==> src/rdsc_pkg.sv <==
package rdsc_pkg;

   localparam int CHAR_W  = 7;
   localparam int RADIX_W = 6;
   localparam int FDIG_W  = 5;
   localparam int DIGIT_W = 6;

   localparam logic [RADIX_W-1:0] RADIX_MIN   = 6'd2;
   localparam logic [RADIX_W-1:0] RADIX_MAX   = 6'd36;
   localparam logic [RADIX_W-1:0] RADIX_RESET = 6'd10;
   localparam logic [FDIG_W-1:0]  FDIG_RESET  = 5'd4;

   localparam logic [CHAR_W-1:0] CHAR_MINUS = 7'd45;
   localparam logic [CHAR_W-1:0] CHAR_COMMA = 7'd44;
   localparam logic [CHAR_W-1:0] CHAR_DIGIT = 7'd48;
   localparam logic [CHAR_W-1:0] CHAR_ALPHA = 7'd55;

   localparam logic CSR_RADIX = 1'b0;
   localparam logic CSR_FDIG  = 1'b1;

   typedef struct packed {
      logic [CHAR_W-1:0] char_code;
      logic              last;
   } rsp_type;

   function automatic logic [CHAR_W-1:0] digit_char(input logic [DIGIT_W-1:0] d);
      if (d <= 6'd9) return CHAR_DIGIT + {1'b0, d};
      else return CHAR_ALPHA + {1'b0, d};
   endfunction

endpackage

==> src/radix_digit_string_converter.sv <==
// Each integer digit is found by bit-serial division; then characters are emitted
// one per cycle (up to MAX_CHARS) through registered outputs. While one item is
// converted, one more can wait in the front queue. Results cannot be stalled.
// Synchronous reset sets radix 10, four fraction digits, empty queue.
module radix_digit_string_converter #(
   parameter int INT_BITS  = 31,
   parameter int FRAC_BITS = 32,
   parameter int MAX_CHARS = 64
) (
   input  logic                          clock,
   input  logic                          reset,
   input  logic                          start,
   output logic                          busy,
   input  logic                          req_negative,
   input  logic [INT_BITS-1:0]           req_int_part,
   input  logic [FRAC_BITS-1:0]          req_frac_part,
   output logic                          rsp_valid,
   output rdsc_pkg::rsp_type             rsp_data,
   input  logic                          csr_valid,
   output logic                          csr_ready,
   input  logic                          csr_index,
   input  logic [31:0]                   csr_wdata
);
   import rdsc_pkg::*;

   logic [RADIX_W-1:0]   radix_ff;
   logic [FDIG_W-1:0]    fdig_ff;
   logic                 q_valid, q_pop, q_neg;
   logic [INT_BITS-1:0]  q_int;
   logic [FRAC_BITS-1:0] q_frac;
   logic [RADIX_W-1:0]   q_radix;

   assign csr_ready = 1'b1;

   always_ff @(posedge clock) begin
      if (reset) begin
         radix_ff <= RADIX_RESET;
         fdig_ff  <= FDIG_RESET;
      end else if (csr_valid) begin
         unique case (csr_index)
            CSR_RADIX: radix_ff <= csr_wdata[RADIX_W-1:0];
            CSR_FDIG:  fdig_ff  <= csr_wdata[FDIG_W-1:0];
            default: ;
         endcase
      end
   end

   rdsc_front #(.INT_BITS(INT_BITS), .FRAC_BITS(FRAC_BITS)) u_front (
      .clock, .reset, .start, .busy,
      .neg(req_negative), .int_in(req_int_part), .frac_in(req_frac_part),
      .radix_raw(radix_ff), .q_valid, .q_pop, .q_neg, .q_int, .q_frac, .q_radix
   );

   rdsc_back #(.INT_BITS(INT_BITS), .FRAC_BITS(FRAC_BITS), .MAX_CHARS(MAX_CHARS)) u_back (
      .clock, .reset, .q_valid, .q_pop, .q_neg, .q_int, .q_frac, .q_radix,
      .fdig(fdig_ff), .rsp_valid, .rsp(rsp_data)
   );
endmodule

==> src/rdsc_front.sv <==
// Front: latch one item and the saturated radix, push into a one-entry queue.
module rdsc_front #(
   parameter int INT_BITS  = 31,
   parameter int FRAC_BITS = 32
) (
   input  logic                         clock,
   input  logic                         reset,
   input  logic                         start,
   output logic                         busy,
   input  logic                         neg,
   input  logic [INT_BITS-1:0]          int_in,
   input  logic [FRAC_BITS-1:0]         frac_in,
   input  logic [rdsc_pkg::RADIX_W-1:0] radix_raw,
   output logic                         q_valid,
   input  logic                         q_pop,
   output logic                         q_neg,
   output logic [INT_BITS-1:0]          q_int,
   output logic [FRAC_BITS-1:0]         q_frac,
   output logic [rdsc_pkg::RADIX_W-1:0] q_radix
);
   import rdsc_pkg::*;

   logic                 valid_ff, valid_in;
   logic                 neg_ff;
   logic [INT_BITS-1:0]  int_ff;
   logic [FRAC_BITS-1:0] frac_ff;
   logic [RADIX_W-1:0]   radix_ff, radix_in;

   assign busy = valid_ff;
   assign valid_in = (valid_ff && !q_pop) || (start && !valid_ff);

   always_comb begin
      if (radix_raw < RADIX_MIN) radix_in = RADIX_MIN;
      else if (radix_raw > RADIX_MAX) radix_in = RADIX_MAX;
      else radix_in = radix_raw;
   end

   always_ff @(posedge clock) begin
      if (reset) valid_ff <= 1'b0;
      else valid_ff <= valid_in;
      if (start && !valid_ff) begin
         neg_ff   <= neg;
         int_ff   <= int_in;
         frac_ff  <= frac_in;
         radix_ff <= radix_in;
      end
   end

   assign q_valid = valid_ff;
   assign q_neg   = neg_ff;
   assign q_int   = int_ff;
   assign q_frac  = frac_ff;
   assign q_radix = radix_ff;

   a_pop_valid: assert property (@(posedge clock) disable iff (reset) q_pop |-> q_valid)
      else $error("pop from empty queue");
   a_hold: assert property (@(posedge clock) disable iff (reset)
      valid_ff && !q_pop |=> valid_ff && $stable(int_ff))
      else $error("queue entry lost");
   a_radix: assert property (@(posedge clock) disable iff (reset)
      valid_ff |-> radix_ff >= RADIX_MIN && radix_ff <= RADIX_MAX)
      else $error("radix out of range");
endmodule

==> src/rdsc_back.sv <==
// Back: restoring division per integer digit (one quotient bit a cycle),
// digits stored in flops, then emit sign (if negative), digits, comma, fraction digits.
module rdsc_back #(
   parameter int INT_BITS  = 31,
   parameter int FRAC_BITS = 32,
   parameter int MAX_CHARS = 64
) (
   input  logic                         clock,
   input  logic                         reset,
   input  logic                         q_valid,
   output logic                         q_pop,
   input  logic                         q_neg,
   input  logic [INT_BITS-1:0]          q_int,
   input  logic [FRAC_BITS-1:0]         q_frac,
   input  logic [rdsc_pkg::RADIX_W-1:0] q_radix,
   input  logic [rdsc_pkg::FDIG_W-1:0]  fdig,
   output logic                         rsp_valid,
   output rdsc_pkg::rsp_type            rsp
);
   import rdsc_pkg::*;

   localparam int NDIG   = INT_BITS + 1;
   localparam int AW     = $clog2(NDIG);
   localparam int DCW    = $clog2(NDIG + 1);
   localparam int BCW    = $clog2(INT_BITS + 1);
   localparam int ECW    = $clog2(MAX_CHARS + 1);
   localparam int PW     = FRAC_BITS + RADIX_W;

   localparam logic [2:0] S_IDLE = 3'd0, S_DIV = 3'd1, S_SIGN = 3'd2,
                          S_INT = 3'd3, S_COMMA = 3'd4, S_FRAC = 3'd5;

   logic [2:0]           st_ff, st_in;
   logic [INT_BITS-1:0]  q_ff, q_in;
   logic [RADIX_W-1:0]   rem_ff, rem_in;
   logic [BCW-1:0]       bit_ff, bit_in;
   logic [DCW-1:0]       dcnt_ff, dcnt_in;
   logic [ECW-1:0]       ecnt_ff, ecnt_in;
   logic [FDIG_W-1:0]    fcnt_ff, fcnt_in;
   logic [FRAC_BITS-1:0] frac_ff, frac_in;
   logic [RADIX_W-1:0]   radix_ff;
   logic                 neg_ff;
   logic [DIGIT_W-1:0]   store_ff [NDIG];
   logic [AW-1:0]        rd_idx;
   logic                 wr_en;
   logic                 emit;
   logic [CHAR_W-1:0]    ch;
   logic                 fin;
   logic [RADIX_W:0]     trial;
   logic [PW-1:0]        prod;
   logic                 rsp_valid_ff;
   rsp_type              rsp_ff;

   assign trial = {rem_ff, q_ff[INT_BITS-1]};
   assign prod  = frac_ff * {{(PW-RADIX_W){1'b0}}, radix_ff};
   assign rd_idx = AW'(dcnt_ff - 1'b1);

   function automatic logic [DIGIT_W-1:0] rem_in_digit();
      if (trial >= {1'b0, radix_ff}) return DIGIT_W'(trial - {1'b0, radix_ff});
      else return trial[DIGIT_W-1:0];
   endfunction

   always_comb begin
      st_in = st_ff; q_in = q_ff; rem_in = rem_ff; bit_in = bit_ff;
      dcnt_in = dcnt_ff; ecnt_in = ecnt_ff; fcnt_in = fcnt_ff; frac_in = frac_ff;
      wr_en = 1'b0; emit = 1'b0; ch = CHAR_COMMA; fin = 1'b0; q_pop = 1'b0;
      unique case (st_ff)
         S_IDLE: begin
            if (q_valid) begin
               q_pop = 1'b1; q_in = q_int; frac_in = q_frac; rem_in = '0;
               bit_in = '0; dcnt_in = '0; ecnt_in = '0; fcnt_in = '0;
               st_in = S_DIV;
            end
         end
         S_DIV: begin
            // shift one dividend bit into the remainder, subtract if it fits
            q_in = q_ff << 1;
            if (trial >= {1'b0, radix_ff}) begin
               rem_in = RADIX_W'(trial - {1'b0, radix_ff});
               q_in[0] = 1'b1;
            end else begin
               rem_in = trial[RADIX_W-1:0];
            end
            bit_in = bit_ff + 1'b1;
            if (bit_ff == BCW'(INT_BITS - 1)) begin
               wr_en = 1'b1;
               dcnt_in = dcnt_ff + 1'b1;
               bit_in = '0;
               rem_in = '0;
               if (q_in == '0 || dcnt_in == DCW'(NDIG))
                  st_in = neg_ff ? S_SIGN : S_INT;
            end
         end
         S_SIGN: begin
            emit = 1'b1; ch = CHAR_MINUS; st_in = S_INT;
         end
         S_INT: begin
            emit = 1'b1;
            ch = digit_char(store_ff[rd_idx]);
            dcnt_in = dcnt_ff - 1'b1;
            if (dcnt_ff == DCW'(1)) st_in = S_COMMA;
         end
         S_COMMA: begin
            emit = 1'b1; ch = CHAR_COMMA;
            if (fdig == '0) fin = 1'b1;
            st_in = S_FRAC;
         end
         S_FRAC: begin
            emit = 1'b1;
            ch = digit_char(prod[PW-1:FRAC_BITS]);
            frac_in = prod[FRAC_BITS-1:0];
            fcnt_in = fcnt_ff + 1'b1;
            if (fcnt_in == fdig) fin = 1'b1;
         end
         default: st_in = S_IDLE;
      endcase
      if (emit) begin
         ecnt_in = ecnt_ff + 1'b1;
         if (ecnt_in == ECW'(MAX_CHARS)) fin = 1'b1;
      end
      if (fin) st_in = S_IDLE;
   end

   always_ff @(posedge clock) begin
      if (reset) begin
         st_ff <= S_IDLE;
         rsp_valid_ff <= 1'b0;
         q_ff <= '0; rem_ff <= '0; bit_ff <= '0; dcnt_ff <= '0;
         ecnt_ff <= '0; fcnt_ff <= '0; frac_ff <= '0;
      end else begin
         st_ff <= st_in;
         rsp_valid_ff <= emit;
         q_ff <= q_in; rem_ff <= rem_in; bit_ff <= bit_in; dcnt_ff <= dcnt_in;
         ecnt_ff <= ecnt_in; fcnt_ff <= fcnt_in; frac_ff <= frac_in;
      end
      if (q_pop) begin
         radix_ff <= q_radix;
         neg_ff <= q_neg;
      end
      if (wr_en) store_ff[dcnt_ff[AW-1:0]] <= rem_in_digit();
      rsp_ff.char_code <= ch;
      rsp_ff.last <= fin;
   end

   assign rsp_valid = rsp_valid_ff;
   assign rsp = rsp_ff;

   a_fin_emit: assert property (@(posedge clock) disable iff (reset) fin |-> emit)
      else $error("last without character");
   a_pop_idle: assert property (@(posedge clock) disable iff (reset)
      q_pop |-> st_ff == S_IDLE)
      else $error("pop while working");
   a_cap: assert property (@(posedge clock) disable iff (reset)
      ecnt_ff <= ECW'(MAX_CHARS))
      else $error("too many characters");
endmodule
==> config.mk <==
export PLATFORM = sky130hd
export DESIGN_NAME = radix_digit_string_converter
export DESIGN_NICKNAME = d
export VERILOG_FILES = /design/src/rdsc_pkg.sv /design/src/radix_digit_string_converter.sv /design/src/rdsc_front.sv /design/src/rdsc_back.sv
export SDC_FILE = /design/constraint.sdc
export NUM_CORES = 1
export LEC_CHECK = 0
export BUFFER_PORTS_ARGS = -buffer_cell sky130_fd_sc_hd__clkbuf_2
export CAP_MARGIN = 15
export CORE_UTILIZATION = 25
export CTS_CLUSTER_DIAMETER = 40
export DETAILED_ROUTE_END_ITERATION = 10
export GPL_ROUTABILITY_DRIVEN = 0
export PLACE_DENSITY = 0.38
export RECOVER_POWER = 25
export SYNTH_ARGS = -nofsm -noshare
export SYNTH_HDL_FRONTEND = slang
export SYNTH_SLANG_ARGS = --single-unit
export TNS_END_PERCENT = 5
==> constraint.sdc <==
create_clock -name clock -period 14.65 [get_ports clock]
set_input_delay 1.465 -clock clock [delete_from_list [all_inputs] [get_ports clock]]
set_output_delay 1.465 -clock clock [all_outputs]
set_load 0.01 [all_outputs]
==> impl_results.md <==
* Status: finished with violations
* YS warnings at 0
* Starting Density at 25.3%
* Main area contributors after synthesis: edfxtp_1 36%, fa_1 11%, dfxtp_1 10%
* FF-to-FF End: u_back.rsp[1]$_DFF_P_
* Critical Path End Type: register
* Final Cell Area at 26,700 um2
* Leakage at 0.0103 uW
* CTS Sinks at 385
* First DRT Iteration DRCs at 776
* Critical Path Fanout Max at 49
* CTS max path bufs at 3
* Core area at 88,400 um2
* Critical path class: reg -> reg
* Io pins at 112
* Dpl cells at 3,159
* Power density cells at 140 nW/um2
* Row cnt at 109
* DRC viols at 0
* Hold-fix buffers, CTS at 0
* Placement Cell Area at 24,000 um2
* Antenna cells at 0
* Largest area contributor in the netlist: edfxtp_1
* Arr. time, crit path at 7.18 ns
* Share of cells above drive strength 1 at 14.0%
* First-pass DRT Iterations at 5
* Sequential power share at 34.0%
* Post-CTS setup buffers at 0
* Fill cells at 9,113
* Die height at 301 um
* Setup slack, reg-to-reg at 7.93 ns
* Largest net degree at the start of global routing at 72
* Maximum VDD drop at 0.0839 mV
* Flops & latches, synth at 385
* Overall Power at 3740 uW
* Most frequent cells in the layout: 269 x edfxtp_1, 199 x nand2_1, 187 x inv_1
* Vias per cell at 4.57
* Post-synthesis cell type count at 79
* H-tree depth at 3
* DPL Wire Length at 41.0 mm
* NumNets Final at 2,365
* R2R depth at 11
* Root Driver: clkbuf_16
* Fraction of registers with async set/reset at 0%
* Die area at 90,500 um2
* Failing checks: max-capacitance violations, max-slew violations
* CTS tree: built
* Reg clk slew, reported paths at 0.06 ns
* Measured slew at the worst slew-check pin at 3.49 ns
* IO buf count at 84
* Synth Flop Type: edfxtp_1
* Crit share post-route at 45.9%
* Hold depth at 0
* Per-cell routed wire length at 18.2 um
* Die width at 301 um
* Hold path start: u_front.q_radix[2]$_SDFFCE_PP0P_
* CP required at 15.11 ns
* Yosys top cell area share at 36.2%
* Final ANT Viol Nets at 0
* Worst skew pair latency at 0.66 ns
* Sw frac at 29.5%
* Worst Hold Endpoint: u_back.radix_ff[2]$_DFFE_PP_
* P_int at 2640 uW
* Post-synth EDFFs at 269
* All-Layer GR Usage at 13.6%
* Fmax at 149 MHz
* Initial antenna violation count at 2
* Commonest non-fill, non-tap cell in the layout: edfxtp_1
* Seq/Total Area, Yosys at 46.6%
* Max-cap check violation count at 9
* Number of global-route vias before repair at 15,700
* Layout Utilization at 30.2%
* Slew headroom at -133%
* Mapped Area at 22,300 um2
* First-pass GRT wire length at 94.3 mm
* Clock power share at 49.2%
* Final setup violation count at 0
* Final Slew Violations at 372
* Net Count, Synth at 2,279
* Worst hold path type: reg -> reg
* FF-to-FF Start: u_back.dcnt_ff[0]$_SDFFE_PP0P_
* Comb power frac at 16.8%
* Final wirelength at 60.4 mm
* Num CTS Buffers at 79
* Post-synthesis instance total at 1,990
* Cell Count, Final, Fillers Out at 3,308
* Syn-to-layout area delta at 19.7%
* Setup tns final at 0 ns
* Sw Pwr at 1100 uW
* RSZ-0062 raised after global routing: no
* Syn_area_per_cell at 11.2 um2
* Total gr overflow at 0
* Skew final at 0.0618 ns
* Post-CTS sizing at 0
* Hold Vio Cnt, Final at 0
* Routed via count at 15,100
* Startpoint types: register
* Fin crit period at 6.72 ns
==> cell families after synthesis <==
| group | Yosys count | share of synthesized area [%] |
|---|---|---|
| adder cells (fa/ha/maj) | 188 | 14.6 |
| other | 1 | 0.0168 |
| XOR/XNOR | 50 | 2.06 |
| AO/OA/AOI/OAI | 287 | 9.11 |
| AND/OR/NAND/NOR | 698 | 15.3 |
| flip-flops | 385 | 46.6 |
| multiplexers | 92 | 6.95 |
| buffers and inverters | 289 | 5.32 |
==> cell usage after synthesis, types with 9 or more instances <==
| cell type | n |
|---|---|
| xor2_1 | 20 |
| ha_1 | 66 |
| inv_1 | 187 |
| nand2_1 | 201 |
| and3_1 | 10 |
| nand3_1 | 33 |
| a22oi_1 | 9 |
| and2_1 | 186 |
| nor3_1 | 15 |
| dfxtp_1 | 116 |
| a31oi_1 | 9 |
| nand4_1 | 13 |
| nor2b_1 | 9 |
| nor2_1 | 176 |
| mux4_2 | 50 |
| clkbuf_1 | 69 |
| fa_1 | 122 |
| a21o_1 | 18 |
| nor4_1 | 13 |
| mux2i_1 | 37 |
| a211oi_1 | 14 |
| o21ai_0 | 39 |
| edfxtp_1 | 269 |
| a21oi_1 | 79 |
| a311oi_1 | 58 |
| xnor2_1 | 27 |
==> power by group through the flow <==
stage / sequential, uW / clock (uW) / combinational, uW
6_report: 1270 / 1840 / 630
5_1_grt: 1280 / 1940 / 712
4_1_cts: 1270 / 1880 / 644
3_5_place_dp: 1290 / 0 / 639
3_3_place_gp: 1290 / 0 / 634
2_1_floorplan: 1270 / 0 / 473
==> registers in the layout (all words and copies together), names as in the netlist <==
| register | flops |
|---|---|
| fdig_ff | 5 |
| radix_ff | 6 |
| u_back.bit_ff | 5 |
| u_back.dcnt_ff | 6 |
| u_back.ecnt_ff | 7 |
| u_back.fcnt_ff | 5 |
| u_back.frac_ff | 32 |
| u_back.neg_ff | 1 |
| u_back.q_ff | 31 |
| u_back.radix_ff | 6 |
| u_back.rem_ff | 6 |
| u_back.rsp | 8 |
| u_back.rsp_valid | 1 |
| u_back.st_ff | 3 |
| u_back.store_ff | 192 |
| u_front.busy | 1 |
| u_front.q_frac | 32 |
| u_front.q_int | 31 |
| u_front.q_neg | 1 |
| u_front.q_radix | 6 |
==> layer usage <==
| metal | up-vias | global-route usage (%) | routed length [um] |
|---|---|---|---|
| met1 | 7611 | 18.6 | 28400 |
| met4 | 0 | 3.86 | 1270 |
| met3 | 92 | 2.66 | 2560 |
| li1 | 7130 | - | - |
| met2 | 281 | 21.7 | 28200 |
| met5 | - | 0 | 0 |
==> worst max-delay path, cell delays in order (launching register included) <==
cell and delay, ns:
dfxtp_1 1.36, inv_1 0.31, ha_1 2.12, mux4_2 0.53
mux4_2 0.48, mux2i_1 0.40, ha_1 0.29, o21ai_0 0.16
o22ai_4 0.24, xnor2_1 0.16, o21ai_0 0.09, o22ai_1 0.37
==> through the flow <==
stage          hold WS (ns)  setup slack [ns]
6_report              0.415              7.93
5_1_grt               0.425              7.12
4_1_cts               0.415              8.27
3_5_place_dp          0.407              8.28
3_3_place_gp          0.404              8.29
2_1_floorplan         0.400              9.09
==> worst max path at each step <==
stage | startpoint | endpoint | slack, ns | depth (start not counted)
after floorplan | u_back.radix_ff[5]$_DFFE_PP_ | u_back.rsp[2]$_DFF_P_ | 9.09 | 22
after global placement | u_back.radix_ff[4]$_DFFE_PP_ | u_back.rsp[2]$_DFF_P_ | 8.29 | 21
after detailed placement | u_back.radix_ff[5]$_DFFE_PP_ | u_back.rsp[2]$_DFF_P_ | 8.28 | 21
after CTS | u_back.radix_ff[4]$_DFFE_PP_ | u_back.rsp[2]$_DFF_P_ | 8.27 | 22
after global routing | u_back.dcnt_ff[0]$_SDFFE_PP0P_ | u_back.rsp[1]$_DFF_P_ | 7.12 | 10
final | u_back.dcnt_ff[0]$_SDFFE_PP0P_ | u_back.rsp[1]$_DFF_P_ | 7.93 | 11
==> layout make-up <==
| cell class | instances | area [um2] | share of cell area, % |
|---|---|---|---|
| clock inverter | 60 | 736 | 2.75 |
| inverter | 189 | 709 | 2.65 |
| tap | 1165 | 1460 | 5.45 |
| clock buffer | 88 | 2070 | 7.75 |
| sequential | 385 | 10400 | 38.9 |
| multi-input combinational | 1316 | 10800 | 40.4 |
| timing repair buffer | 105 | 542 | 2.03 |
No activity file was read; power rests on OpenSTA's default activity.
